`config.mk`:
```
export PLATFORM = sky130hd
export DESIGN_NAME = stepper_step_rate_generator_core_flat
export DESIGN_NICKNAME = d
export VERILOG_FILES = /design/src/sv/ssrg_pkg.sv /design/src/sv/ssrg_in_if.sv /design/src/sv/ssrg_out_if.sv /design/src/sv/ssrg_ctrl.sv /design/src/sv/ssrg_dp.sv /design/src/sv/stepper_step_rate_generator_core.sv /design/src/flat_wrapper.sv
export VERILOG_INCLUDE_DIRS = /design/src /design/src/sv
export SDC_FILE = /design/constraint.sdc
export NUM_CORES = 1
export LEC_CHECK = 0
export BUFFER_PORTS_ARGS = -buffer_cell sky130_fd_sc_hd__clkbuf_2
export CORE_MARGIN = 4
export CORE_UTILIZATION = 65
export CTS_BUF_LIST = sky130_fd_sc_hd__clkbuf_8
export DETAILED_ROUTE_END_ITERATION = 8
export PLACE_DENSITY = 0.95
export RECOVER_POWER = 25
export SLEW_MARGIN = 10
export SYNTH_ARGS = -nofsm -noshare
export SYNTH_HDL_FRONTEND = slang
export SYNTH_SLANG_ARGS = --single-unit
```
`constraint.sdc`:
```
create_clock -name clk -period 14.75 [get_ports clk]
set_input_delay 2.2125 -clock clk [delete_from_list [all_inputs] [get_ports clk]]
set_output_delay 2.2125 -clock clk [all_outputs]
set_load 0.03 [all_outputs]
```
`src/sv/stepper_step_rate_generator_core_assert.svh`:
```
// ---------------------------------------------------------------------------
// Assertion macros for the stepper step rate generator
// Clocked on clk, disabled while rst_n is low.
// ---------------------------------------------------------------------------
`ifndef STEPPER_STEP_RATE_GENERATOR_CORE_ASSERT_SVH
`define STEPPER_STEP_RATE_GENERATOR_CORE_ASSERT_SVH

// Same-cycle implication
`define SSRG_ASSERT_NOW(lbl, ante, cons) \
  lbl: assert property (@(posedge clk) disable iff (!rst_n) (ante) |-> (cons)) \
    else $error("ssrg assertion failed");

// Next-cycle implication
`define SSRG_ASSERT_NEXT(lbl, ante, cons) \
  lbl: assert property (@(posedge clk) disable iff (!rst_n) (ante) |=> (cons)) \
    else $error("ssrg assertion failed");

`endif

```
`src/sv/ssrg_pkg.sv`:
```
// ---------------------------------------------------------------------------
// ssrg_pkg
// Shared widths, constants and controller/datapath handshake types.
// ---------------------------------------------------------------------------
package ssrg_pkg;

  localparam int TIME_W    = 32;
  localparam int RATE_W    = 15;
  localparam int MAG_W     = 15;  // |rate| up to 16384
  localparam int NUM_W     = 24;
  localparam int DIV_STEPS = NUM_W;
  localparam int CNT_W     = $clog2(DIV_STEPS);

  localparam logic [NUM_W-1:0] NUM_RESET = NUM_W'(1000000);

  typedef struct packed {
    logic load;      // capture input word, start divide
    logic div_step;  // one restoring divide step
    logic finish;    // compare, update timestamp, load result
  } cmd_t;

  typedef struct packed {
    logic mag_zero;  // captured rate is zero
    logic out_busy;  // result register full and not being taken
  } sts_t;

endpackage

```
`src/sv/ssrg_in_if.sv`:
```
// ---------------------------------------------------------------------------
// ssrg_in_if
// Input channel: timestamp and signed step rate with valid/ready.
// ---------------------------------------------------------------------------
interface ssrg_in_if import ssrg_pkg::*; ();
  logic                     valid;
  logic                     ready;
  logic [TIME_W-1:0]        now_time;
  logic signed [RATE_W-1:0] step_rate;

  modport source (output valid, now_time, step_rate, input ready);
  modport sink   (input valid, now_time, step_rate, output ready);
endinterface

```
`src/sv/ssrg_out_if.sv`:
```
// ---------------------------------------------------------------------------
// ssrg_out_if
// Result channel: one step pulse flag per word, valid/ready.
// ---------------------------------------------------------------------------
interface ssrg_out_if ();
  logic valid;
  logic ready;
  logic step_pulse;

  modport source (output valid, step_pulse, input ready);
  modport sink   (input valid, step_pulse, output ready);
endinterface

```
`src/sv/ssrg_ctrl.sv`:
```
// ---------------------------------------------------------------------------
// ssrg_ctrl
// Sequencer: accept a word, run the divide steps, then issue the result.
// ---------------------------------------------------------------------------
module ssrg_ctrl import ssrg_pkg::*; (
  input  logic clk,
  input  logic rst_n,
  input  logic in_valid,
  output logic in_ready,
  input  sts_t sts,
  output cmd_t cmd
);

  localparam logic [1:0] ST_IDLE = 2'd0;
  localparam logic [1:0] ST_DIV  = 2'd1;
  localparam logic [1:0] ST_CMP  = 2'd2;

  logic [1:0]       state_r, state_nxt;
  logic [CNT_W-1:0] cnt_r, cnt_nxt;

  always_comb begin
    state_nxt = state_r;
    cnt_nxt   = cnt_r;
    cmd       = '0;
    in_ready  = 1'b0;
    case (state_r)
      ST_IDLE: begin
        in_ready = 1'b1;
        if (in_valid) begin
          cmd.load  = 1'b1;
          cnt_nxt   = '0;
          state_nxt = ST_DIV;
        end
      end
      ST_DIV: begin
        // zero rate: no interval, go straight to the result
        if (sts.mag_zero) begin
          state_nxt = ST_CMP;
        end else begin
          cmd.div_step = 1'b1;
          if (cnt_r == CNT_W'(DIV_STEPS - 1)) begin
            state_nxt = ST_CMP;
          end else begin
            cnt_nxt = cnt_r + 1'b1;
          end
        end
      end
      ST_CMP: begin
        if (!sts.out_busy) begin
          cmd.finish = 1'b1;
          state_nxt  = ST_IDLE;
        end
      end
      default: begin
        state_nxt = ST_IDLE;
      end
    endcase
  end

  always_ff @(posedge clk) begin
    if (!rst_n) begin
      state_r <= ST_IDLE;
      cnt_r   <= '0;
    end else begin
      state_r <= state_nxt;
      cnt_r   <= cnt_nxt;
    end
  end

`include "stepper_step_rate_generator_core_assert.svh"

  `SSRG_ASSERT_NEXT(a_load_starts_div, cmd.load, state_r == ST_DIV)
  `SSRG_ASSERT_NOW(a_cnt_in_range, state_r == ST_DIV, cnt_r < CNT_W'(DIV_STEPS))
  `SSRG_ASSERT_NEXT(a_finish_frees_input, cmd.finish, in_ready)

endmodule

```
`src/sv/ssrg_dp.sv`:
```
// ---------------------------------------------------------------------------
// ssrg_dp
// Datapath: numerator register, bit-serial restoring divider, timestamp
// compare and the result register.
// ---------------------------------------------------------------------------
module ssrg_dp import ssrg_pkg::*; (
  input  logic                     clk,
  input  logic                     rst_n,
  input  cmd_t                     cmd,
  output sts_t                     sts,
  input  logic                     cfg_we,
  input  logic [NUM_W-1:0]         cfg_wdata,
  input  logic [TIME_W-1:0]        now_time,
  input  logic signed [RATE_W-1:0] step_rate,
  output logic                     out_valid,
  input  logic                     out_ready,
  output logic                     out_step_pulse
);

  logic [NUM_W-1:0]  num_r;
  logic [TIME_W-1:0] last_r;
  logic [TIME_W-1:0] now_r;
  logic [MAG_W-1:0]  mag_r, mag_nxt;
  logic [NUM_W-1:0]  quot_r, quot_nxt;  // dividend shifts out, quotient in
  logic [MAG_W-1:0]  rem_r, rem_nxt;
  logic [MAG_W:0]    rem_sh;
  logic [TIME_W-1:0] elapsed;
  logic              pulse_c;
  logic              out_valid_r;
  logic              pulse_r;

  // two's complement magnitude; most negative code gives 16384
  assign mag_nxt = step_rate[RATE_W-1] ? MAG_W'(~step_rate + 1'b1) : MAG_W'(step_rate);

  always_comb begin
    rem_sh   = {rem_r, quot_r[NUM_W-1]};
    quot_nxt = {quot_r[NUM_W-2:0], 1'b0};
    rem_nxt  = rem_sh[MAG_W-1:0];
    if (rem_sh >= {1'b0, mag_r}) begin
      rem_nxt     = MAG_W'(rem_sh - {1'b0, mag_r});
      quot_nxt[0] = 1'b1;
    end
  end

  // elapsed time wraps modulo 2^32
  assign elapsed = now_r - last_r;
  assign pulse_c = !sts.mag_zero && (elapsed >= TIME_W'(quot_r));

  assign sts.mag_zero = (mag_r == '0);
  assign sts.out_busy = out_valid_r && !out_ready;

  always_ff @(posedge clk) begin
    if (!rst_n) begin
      num_r       <= NUM_RESET;
      last_r      <= '0;
      out_valid_r <= 1'b0;
    end else begin
      if (cfg_we) begin
        num_r <= cfg_wdata;
      end
      if (cmd.finish) begin
        out_valid_r <= 1'b1;
        if (pulse_c) begin
          last_r <= now_r;
        end
      end else if (out_ready) begin
        out_valid_r <= 1'b0;
      end
    end
  end

  always_ff @(posedge clk) begin
    if (cmd.load) begin
      now_r  <= now_time;
      mag_r  <= mag_nxt;
      quot_r <= num_r;
      rem_r  <= '0;
    end else if (cmd.div_step) begin
      quot_r <= quot_nxt;
      rem_r  <= rem_nxt;
    end
    if (cmd.finish) begin
      pulse_r <= pulse_c;
    end
  end

  assign out_valid      = out_valid_r;
  assign out_step_pulse = pulse_r;

`include "stepper_step_rate_generator_core_assert.svh"

  `SSRG_ASSERT_NEXT(a_pulse_records_time, cmd.finish && pulse_c, last_r == now_r)
  `SSRG_ASSERT_NEXT(a_zero_rate_no_pulse, cmd.finish && sts.mag_zero, out_valid && !pulse_r)
  `SSRG_ASSERT_NOW(a_no_result_overwrite, cmd.finish, !(out_valid_r && !out_ready))

endmodule

```
`src/sv/stepper_step_rate_generator_core.sv`:
```
// ---------------------------------------------------------------------------
// stepper_step_rate_generator_core
// Step pulse generator: one pulse decision per timestamp/rate word.
//
// in_if  : sink, word = {now_time (32b), step_rate (15b signed)}.
// out_if : source, word = step_pulse, exactly one per input word.
// cfg_we/cfg_wdata : write the 24-bit rate numerator (reset 1000000);
//   write only while no word is in flight.
// An accepted word runs a bit-serial divide, numerator / |rate|, one
// quotient bit a cycle, then a compare step that loads the result; a
// zero rate skips the divide. A new word is accepted only once the
// previous one has been loaded into the result register.
// The result sits in an output register; if the receiver stalls, the
// next word is still taken and divided, and waits in the compare step
// until the register is free. Reset clears the last-step timestamp,
// loads the default numerator and empties the result register.
// ---------------------------------------------------------------------------
module stepper_step_rate_generator_core import ssrg_pkg::*; (
  input  logic             clk,
  input  logic             rst_n,
  ssrg_in_if.sink          in_if,
  ssrg_out_if.source       out_if,
  input  logic             cfg_we,
  input  logic [NUM_W-1:0] cfg_wdata
);

  cmd_t cmd;
  sts_t sts;

  ssrg_ctrl u_ctrl (
    .clk      (clk),
    .rst_n    (rst_n),
    .in_valid (in_if.valid),
    .in_ready (in_if.ready),
    .sts      (sts),
    .cmd      (cmd)
  );

  ssrg_dp u_dp (
    .clk            (clk),
    .rst_n          (rst_n),
    .cmd            (cmd),
    .sts            (sts),
    .cfg_we         (cfg_we),
    .cfg_wdata      (cfg_wdata),
    .now_time       (in_if.now_time),
    .step_rate      (in_if.step_rate),
    .out_valid      (out_if.valid),
    .out_ready      (out_if.ready),
    .out_step_pulse (out_if.step_pulse)
  );

endmodule

```
`src/flat_wrapper.sv`:
```
// flat-port wrapper written by rule: the top's interface ports become plain ports
module stepper_step_rate_generator_core_flat import ssrg_pkg::*;
  (clk, rst_n, cfg_we, cfg_wdata, in_if_valid, in_if_now_time, in_if_step_rate, in_if_ready, out_if_valid, out_if_step_pulse, out_if_ready);
  ssrg_in_if in_if_i ();
  ssrg_out_if out_if_i ();
  input  logic clk;
  input  logic rst_n;
  input  logic cfg_we;
  input  logic [NUM_W-1:0] cfg_wdata;
  input wire logic [$bits(in_if_i.valid)-1:0] in_if_valid;
  input wire logic [$bits(in_if_i.now_time)-1:0] in_if_now_time;
  input wire logic [$bits(in_if_i.step_rate)-1:0] in_if_step_rate;
  output wire logic [$bits(in_if_i.ready)-1:0] in_if_ready;
  output wire logic [$bits(out_if_i.valid)-1:0] out_if_valid;
  output wire logic [$bits(out_if_i.step_pulse)-1:0] out_if_step_pulse;
  input wire logic [$bits(out_if_i.ready)-1:0] out_if_ready;
  assign in_if_i.valid = in_if_valid;
  assign in_if_i.now_time = in_if_now_time;
  assign in_if_i.step_rate = in_if_step_rate;
  assign in_if_ready = in_if_i.ready;
  assign out_if_valid = out_if_i.valid;
  assign out_if_step_pulse = out_if_i.step_pulse;
  assign out_if_i.ready = out_if_ready;
  stepper_step_rate_generator_core u_core (.clk(clk), .rst_n(rst_n), .in_if(in_if_i), .out_if(out_if_i), .cfg_we(cfg_we), .cfg_wdata(cfg_wdata));
endmodule
```
* Word-level counts from Yosys, hierarchy flattened
Index checks and enable logic that the tools add are counted.
** Storage, ports and cells
- Logic and storage cells :: 61
- Output and inout bits :: 3
- Flip-flop bits (word level) :: 151
- Input port bits :: 76
** Cells by class
- Multiplexer cells :: 23
- $lt $le $gt $ge :: 2
- Add/sub/neg operators :: 4
- Reduce and logical (&&, ||, !) cells :: 12
- Bitwise operators :: 1
- Equality and inequality tests :: 8
** Operators by type and width (number)
- $mux 24 :: 2
- $ge 32x24->1 :: 1
- $sub 32x32->32 :: 1
- $ge 16x15->1 :: 1
- $add 15x1->15 const B :: 1
- $logic_not 15->1 :: 1
- $mux 15 :: 1
- $mux 5 :: 3
- $not 15->15 :: 1
- $sub 15x15->15 :: 1
- $mux 14 :: 1
- $mux 1 :: 10
- $pmux 5 s2 :: 1
- $mux 2 :: 4
- $ne 2x2->1 const B :: 4
- $pmux 2 s3 :: 1
- $reduce_bool 2->1 :: 3
- $add 5x1->5 const B :: 1
- $eq 5x5->1 const B :: 1
- $reduce_and 4->1 :: 1
- $ne 3x3->1 const B :: 1
- $reduce_and 3->1 :: 1
- $eq 2x1->1 const B :: 1
- $eq 2x2->1 const B :: 1
- other kinds (4) :: 6

* Depth between registers and ports, before layout
Gate-level depths: netlist (run 1).
- Word-level depth :: 5
- Mapped depth :: 24
- Mapped depth without buffers :: 23

* Hierarchy
Synthesis (run 1) repeated with hierarchy kept, for this count alone.
** Unflattened totals
- Cell total of the unflattened synthesis :: 1007
- Area total of the unflattened synthesis :: 9479.1 um^2
** By module, submodules not included
- ssrg_dp :: cells an instance 955, seq. area each 3603.5 um^2, times used 1, area each 8986.1 um^2
- ssrg_ctrl :: cells an instance 52, seq. area each 140.1 um^2, times used 1, area each 493.0 um^2

* Worst setup path after synthesis (run 1)
No wires, ideal clock.
- Path kind :: register to register
- Start point :: reg u_core.u_dp.now_r[0]
- End point :: reg u_core.u_dp.last_r[10]
- Arrival :: 4.730 ns
- Cell stages (with the launch flop) :: 25
- Buffers on the path :: 1
- Clock period less this slack :: 4.850 ns
- Slack :: 9.900 ns
- Required time :: 14.630 ns
- Library setup time :: 0.120 ns
- Path through :: edfxtp_1 > inv_1 > ha_1 > inv_1 > fa_1 > a211oi_1 > o21ai_0 > a21o_1 > a21o_1 > a21oi_1 > o21ai_0 > a21o_1 > a21oi_1 > xnor2_1 > ha_1 > and3_1 > a221oi_1 > nand4_1 > a41oi_1 > a211oi_1 > or3_1 > nor4b_2 > a31oi_2 > buf_6 > mux2i_1
** On the way
- Cells in the longest elaborated chain, start to end :: 4
** RTL lines
- start, declared :: RTL line ssrg_dp.sv:22 : logic [TIME_W-1:0] now_r;
- start signal, assigned :: RTL line ssrg_dp.sv:74 : now_r <= now_time;
- $sub 32x32->32 :: RTL line ssrg_dp.sv:46 : assign elapsed = now_r - last_r;
- $ge 32x24->1 :: RTL line ssrg_dp.sv:47 : assign pulse_c = !sts.mag_zero && (elapsed >= TIME_W'(quot_r));
- $logic_and 1x1->1 :: RTL line ssrg_dp.sv:47
- $reduce_and 2->1 (no source line)
- end signal, assigned :: RTL line ssrg_dp.sv:64 : last_r <= now_r;
- end, declared :: RTL line ssrg_dp.sv:21 : logic [TIME_W-1:0] last_r;
Every way passes these cells.
A chain may end at the register's enable or synchronous reset.

* Final worst setup path (run 1)
- Start point :: reg u_core.u_dp.now_r[0]
- End point :: reg u_core.u_dp.last_r[4]
The elaborated chain is that of the path after synthesis.

==> results.sh, run 1 <==
export IMPL_dpl_hpwl_um=13100
export IMPL_violations="max-capacitance violations, max-slew violations"
export IMPL_synth_compound_area_share_pct=13.3
export IMPL_synth_simple_area_share_pct=15.3
export IMPL_core_area_sq_um=13200
export IMPL_grt_pass1_wl_um=30300
export IMPL_worst_pin_slew_ns=3.50
export IMPL_clockBufferDepth=2
export IMPL_vdd_drop_max_mv=0.0746
export IMPL_clk_pin_slew_ns=0.08
export IMPL_yosys_area_top_type_share_pct=24.5
export IMPL_rows=42
export IMPL_syn_inst=938
export IMPL_seqPwrFrac_pct=43.4
export IMPL_hold_viol=0
export IMPL_ys_seq_area_share_pct=42.5
export IMPL_synth_area_sq_um=8820
export IMPL_cp_common_cell="a21o_1"
export IMPL_critPathSlowestCell="fa_1"
export IMPL_vias=6828
export IMPL_synth_seq_cells=151
export IMPL_placed_area_sq_um=9330
export IMPL_die_x_um=124
export IMPL_slowest_delay_ns=0.42
export IMPL_cts_sinks=151
export IMPL_postCtsSetupBuffers=0
export IMPL_comb_power_share_pct=33.5
export IMPL_synthAdderAreaFrac_pct=10.7
export IMPL_antennaDiodeCount=0
export IMPL_cts_buffers_inserted=17
export IMPL_synth_area_mux_share_pct=8.06
export IMPL_p_leak_nw=3.95
export IMPL_ys_async_sr_fraction_pct=0
export IMPL_firstDrtPassIters=5
export IMPL_wl_um=18000
export IMPL_finalSetupViolCount=0
export IMPL_fin_nets=1160
export IMPL_syn_area_per_cell_sq_um=9.40
export IMPL_worst_clock_skew_ns=0.0141
export IMPL_fin_hold_ws_ns=0.463
export IMPL_syn_nets=1088
export IMPL_crit_fanout=32
export IMPL_htreeDepth=4
export IMPL_port_buffers=78
export IMPL_drv_slew=95
export IMPL_critPathKind="flop to flop"
export IMPL_power_switching_mw=0.409
export IMPL_fin_crit_sh_pct=38.0
export IMPL_synthTopCellsByArea="edfxtp_1, dfxtp_1, ha_1, mux2i_1, nand2_1"
export IMPL_crit_arrival_ns=5.92
export IMPL_cp_cell_sequence="inv_1 > ha_1 > inv_1 > fa_1 > a211oi_1 > o21ai_0 > a21o_1 > a21o_1 > a21oi_1 > o21ai_0 > a21o_1 > a21oi_1 > xnor2_1 > ha_1 > and3_1 > a221oi_1 > nand4_1 > a41oi_1 > a211oi_1 > or3_1 > nor4b_2 > a31oi_4 > buf_4 > mux2i_1"
export IMPL_viasPerCell=5.70
export IMPL_drc=0
export IMPL_run_status="complete, but fails checks"
export IMPL_postRouteAntennaNets=0
export IMPL_dp_cells=1167
export IMPL_root_buffer="clkbuf_8"
export IMPL_fmax_ghz=0.178
export IMPL_fin_util_pct=73.0
export IMPL_instances_no_fill=1198
export IMPL_hold_buffers=0
export IMPL_place_congestion=0.913
export IMPL_grt_antenna_before_repair=0
export IMPL_drive_gt1_share_pct=11.1
export IMPL_design_area_sq_um=9660
export IMPL_finalCriticalPeriod_ns=5.61
export IMPL_synth_xor_area_share_pct=5.07
export IMPL_io_pins=79
export IMPL_synth_warnings=0
export IMPL_cap_violations=1
export IMPL_path_buf_inv=3
export IMPL_synth_edf_count=72
export IMPL_cts_resized=0
export IMPL_die_area_sq_um=15500
export IMPL_routedWlPerCell_um=15.0
export IMPL_grt_max_degree=95
export IMPL_crit_family="compound AO/OA/AOI/OAI gates"
export IMPL_synth_ff_type="dfxtp_1"
export IMPL_yosysTopAreaCell="edfxtp_1"
export IMPL_grt_pass1_vias=6580
export IMPL_rsz0062_at_grt="no"
export IMPL_grt_usage_pct=23.5
export IMPL_p_per_area_nw_per_um2=125
export IMPL_swShare_pct=33.8
export IMPL_synthToLayoutAreaGrowth_pct=9.58
export IMPL_start_util_pct=66.6
export IMPL_grt_overflow=0
export IMPL_synth_top_family_by_area="simple AND/OR/NAND/NOR gates"
export IMPL_clkPwrFrac_pct=23.1
export IMPL_cp_data_required_time_ns=15.06
export IMPL_hold_class="flop to flop"
export IMPL_internal_power_mw=0.800
export IMPL_relSlewSlack_pct=-133
export IMPL_tns_ns=0
export IMPL_worstSetupStartpointType="flop"
export IMPL_endpoint_kind="flop"
export IMPL_dr_first_iter_drc_count=623
export IMPL_fp_dieH_um=124
export IMPL_clock_latency_ns=0.45
export IMPL_synth_cell_type_count=57
export IMPL_cts_tree="yes"
-- worst register-to-register path, cell delays in order, from the launching register on --
cell and delay [ns]:
edfxtp_1 0.39, inv_1 0.07, ha_1 0.15, inv_1 0.05
fa_1 0.42, a211oi_1 0.23, o21ai_0 0.20, a21o_1 0.21
a21o_1 0.21, a21oi_1 0.24, o21ai_0 0.18, a21o_1 0.20
a21oi_1 0.16, xnor2_1 0.14, ha_1 0.26, and3_1 0.16
a221oi_1 0.32, nand4_1 0.15, a41oi_1 0.24, a211oi_1 0.08
or3_1 0.38, nor4b_2 0.37, a31oi_4 0.12, buf_4 0.31
mux2i_1 0.22
-- state kept, by name, indices dropped and copies added, names as in the netlist, 2 cells and up --
| name | count |
|---|---|
| u_core.u_dp.last_r | 32 |
| u_core.u_dp.now_r | 32 |
| u_core.u_dp.num_r | 24 |
| u_core.u_dp.quot_r | 24 |
| u_core.u_dp.mag_r | 15 |
| u_core.u_dp.rem_r | 15 |
| u_core.u_ctrl.cnt_r | 5 |
| u_core.u_ctrl.state_r | 2 |
-- metal layers --
layer	share of wire (%)	routed length [um]	track usage [%]
met3	6.7	1210	6.39
met5	0	0	0
met1	44	7940	30.9
met2	47	8390	37.7
met4	2.4	426	8.12
-- cell type report --
type / count / area [sq um]
fillers: 925 / 3580
clock inverters: 13 / 90.1
inverters: 86 / 323
clock buffers: 18 / 248
well taps: 176 / 220
flip-flops and latches: 151 / 3740
multi-input cells: 672 / 4630
repair buffers: 82 / 410
-- cell usage in the layout, fill, tap and decap left out, types with 6 or more instances in the layout --
cell type,count
o21ai_0,63
clkbuf_2,73
nor2b_1,33
ha_1,72
nand2b_1,15
nand2_1,142
a21o_1,17
a21oi_1,48
o21bai_1,8
xnor2_1,34
clkbuf_8,18
nand3_1,11
dfxtp_1,79
xor2_1,17
inv_1,85
edfxtp_1,72
o21a_1,8
nor3_1,8
nor2_1,35
clkbuf_1,6
o211ai_1,7
a211oi_1,6
mux2i_1,71
nand4_1,13
-- final timing paths --
kind	startpoint	slack, ns	depth (start not counted)	to
worst max-delay path	u_core.u_dp.now_r[0]$_DFFE_PP_	9.14	24	u_core.u_dp.last_r[4]$_SDFFE_PN0P_
worst min-delay path	u_core.u_dp.last_r[26]$_SDFFE_PN0P_	0.46	2	u_core.u_dp.last_r[26]$_SDFFE_PN0P_
worst max register to register	u_core.u_dp.now_r[0]$_DFFE_PP_	9.14	24	u_core.u_dp.last_r[4]$_SDFFE_PN0P_
worst min register to register	u_core.u_dp.last_r[26]$_SDFFE_PN0P_	0.46	2	u_core.u_dp.last_r[26]$_SDFFE_PN0P_
-- synth_stat cells, types with 3 or more instances --
library cell and n:
a211oi_1 6, a21o_1 17, a21oi_1 48, a221oi_1 3, a31oi_1 4, and2_1 4
and4_1 4, buf_6 3, clkbuf_1 24, dfxtp_1 79, edfxtp_1 72, ha_1 72
inv_1 85, mux2i_1 71, nand2_1 142, nand2b_1 15, nand3_1 11, nand4_1 13
nor2_1 35, nor2b_1 33, nor3_1 8, nor4_1 5, o211ai_1 7, o21a_1 8
o21ai_0 63, o21ai_1 4, o21bai_1 8, o31ai_1 4, o41ai_1 3, or2_2 4
xnor2_1 34, xor2_1 17
-- power groups by stage --
stage	logic, mW	registers [mW]	clock network, mW
2_1_floorplan	0.309	0.523	0
3_3_place_gp	0.375	0.529	0
3_5_place_dp	0.391	0.533	0
4_1_cts	0.400	0.524	0.284
5_1_grt	0.454	0.530	0.304
6_report	0.405	0.524	0.280
-- cell families after synthesis --
group	count (synthesis)
compound gates	191
xor+xnor	51
fa+ha+maj	74
buf+inv	115
flops	151
mux	71
simple gates	285
-- per-stage QoR --
step	power (mW)	setup slack (ns)
after floorplan	0.832	9.90
after global placement	0.905	9.54
after detailed placement	0.923	9.28
after CTS	1.21	9.21
after global routing	1.29	8.79
final	1.21	9.14
No activity file was read; power rests on OpenSTA's default activity.
==> inputs of run 2 (changes only) <==
- CORE_UTILIZATION: 65 -> 56
- PLACE_DENSITY: 0.95 -> 0.88
- clock period: 14.75 -> 4.7 ns (I/O delays scaled with it)
==> run 2 against run 1 <==
The flow finishes with violations (design-rule violations, max-capacitance violations, max-slew violations, negative setup slack). Routed wire length is 6.2% higher. Cell count rose by 5.1%. Via count rose by 2.8%. Worst setup slack got worse by 9.3 ns. Clock skew is 0.00092 ns lower. Die area increased by 15%. Register-to-register slack got worse by 9.3 ns. Global-route usage shrank 1.9 points. Fmax is 15% higher. Largest cell class unchanged. Largest power group unchanged.
==> results.sh, run 2 (synthesis results as in run 1) <==
export IMPL_clk_pin_slew_ns=0.08
export IMPL_finalCriticalPeriod_ns=4.86
export IMPL_rows=45
export IMPL_grt_usage_pct=21.7
export IMPL_design_area_sq_um=10100
export IMPL_worstSetupStartpointType="flop"
export IMPL_drive_gt1_share_pct=15.5
export IMPL_p_leak_nw=4.14
export IMPL_postRouteAntennaNets=0
export IMPL_dp_worst_setup_slack_ns=-0.330
export IMPL_io_pins=79
export IMPL_port_buffers=78
export IMPL_cp_data_required_time_ns=5.05
export IMPL_hold_class="input pin to flop"
export IMPL_htreeDepth=4
export IMPL_wl_um=19100
export IMPL_dpl_hpwl_um=13400
export IMPL_synthToLayoutAreaGrowth_pct=14.3
export IMPL_root_buffer="clkbuf_8"
export IMPL_hold_buffers=0
export IMPL_endpoint_kind="flop"
export IMPL_die_area_sq_um=17800
export IMPL_relSlewSlack_pct=-21.0
export IMPL_fmax_ghz=0.206
export IMPL_cts_tree="yes"
export IMPL_start_util_pct=57.6
export IMPL_clockBufferDepth=2
export IMPL_final_cell_mix="nand2_1, inv_1, dfxtp_1, clkbuf_2, edfxtp_1"
export IMPL_vias=7017
export IMPL_fin_nets=1185
export IMPL_grt_max_degree=94
export IMPL_hold_viol=0
export IMPL_viasPerCell=5.57
export IMPL_drv_slew=25
export IMPL_placed_area_sq_um=9520
export IMPL_dr_first_iter_drc_count=531
export IMPL_run_status="complete, but fails checks"
export IMPL_holdPathStages=1
export IMPL_finalSetupViolCount=33
export IMPL_grt_pass1_wl_um=31400
export IMPL_setup_ws_ns=-0.157
export IMPL_grt_antenna_before_repair=0
export IMPL_crit_fanout=6
export IMPL_fin_crit_sh_pct=103
export IMPL_dp_cells=1218
export IMPL_routedWlPerCell_um=15.2
export IMPL_total_power_mw=3.98
export IMPL_critPathKind="flop to flop"
export IMPL_worst_pin_slew_ns=1.82
export IMPL_grt_overflow=0
export IMPL_place_congestion=0.898
export IMPL_largestRegisters="u_core.u_dp.last_r (32), u_core.u_dp.now_r (32)"
export IMPL_crit_arrival_ns=5.21
export IMPL_fin_util_pct=65.8
export IMPL_reg2reg_depth=25
export IMPL_drc=1
export IMPL_grt_pass1_vias=6793
export IMPL_p_per_area_nw_per_um2=395
export IMPL_firstDrtPassIters=9
export IMPL_antennaDiodeCount=0
export IMPL_core_area_sq_um=15300
export IMPL_worst_clock_skew_ns=0.0132
export IMPL_rsz0062_at_grt="yes"
export IMPL_violations="design-rule violations, max-capacitance violations, max-slew violations, negative setup slack"
export IMPL_tns_ns=-4.29
export IMPL_fp_dieH_um=133
export IMPL_cts_sinks=151
export IMPL_cap_violations=1
export IMPL_instances_no_fill=1259
export IMPL_mostFrequentLayoutCell="nand2_1"
export IMPL_fin_hold_ws_ns=0.407
export IMPL_cts_buffers_inserted=17
export IMPL_die_x_um=133
export IMPL_vdd_drop_max_mv=0.416
export IMPL_clock_latency_ns=0.47
==> run 2: layer usage <==
metal	vias to the layer above	share of wire (%)	wire, um	GRT usage, %
met5	-	0	0	0
met4	0	1.9	366	6.91
met3	35	4.8	907	4.76
met2	174	50	9450	37.1
met1	3337	44	8350	27.4
li1	3471	-	-	-
==> run 2: layout make-up <==
type	count	area (sq um)
fillers	1193	5230
inverters	86	323
well taps	211	264
multi-input cells	672	4690
repair buffers	107	662
flip-flops and latches	151	3740
clock inverters	13	143
clock buffers	19	262
==> run 2: final timing paths <==
kind	from	endpoint	slack, ns
worst max-delay path	u_core.u_dp.now_r[0]$_DFFE_PP_	u_core.u_dp.last_r[17]$_SDFFE_PN0P_	-0.16
worst min register to register	u_core.u_dp.last_r[2]$_SDFFE_PN0P_	u_core.u_dp.last_r[2]$_SDFFE_PN0P_	0.46
worst max register to register	u_core.u_dp.now_r[0]$_DFFE_PP_	u_core.u_dp.last_r[17]$_SDFFE_PN0P_	-0.16
worst min-delay path	in_if_now_time[20]	u_core.u_dp.now_r[20]$_DFFE_PP_	0.41
==> run 2: worst max-delay path, cell delays in order (launching register included) <==
cell	delay [ns]
edfxtp_1	0.41
inv_1	0.07
ha_2	0.17
inv_2	0.04
fa_2	0.39
a211oi_2	0.23
o21ai_2	0.09
a21o_1	0.18
a21o_1	0.19
a21oi_2	0.17
o21ai_2	0.07
a21o_1	0.16
a21oi_2	0.12
xnor2_1	0.12
ha_1	0.27
and3_4	0.16
a221oi_2	0.24
nand4_1	0.14
a41oi_2	0.20
a211oi_2	0.06
or3_1	0.33
nor4b_2	0.21
buf_4	0.16
a31oi_4	0.18
clkbuf_16	0.24
mux2i_1	0.12
==> run 2: where the power goes <==
part | switching [mW] | leakage, nW | total [mW] | internal (mW)
registers | 0.0902 | 1.34 | 1.64 | 1.55
clock network | 0.519 | 0.204 | 1.02 | 0.504
logic | 0.729 | 2.60 | 1.31 | 0.585
==> run 2: timing repair <==
item | in CTS | in global routing
buffers inserted | 6 | 1
pin swaps | 23 | 6
hold endpoints to repair | 0 | 0
gates resized for setup | 16 | 5
cloned | 2 | 1
setup endpoints to repair | 33 | 33
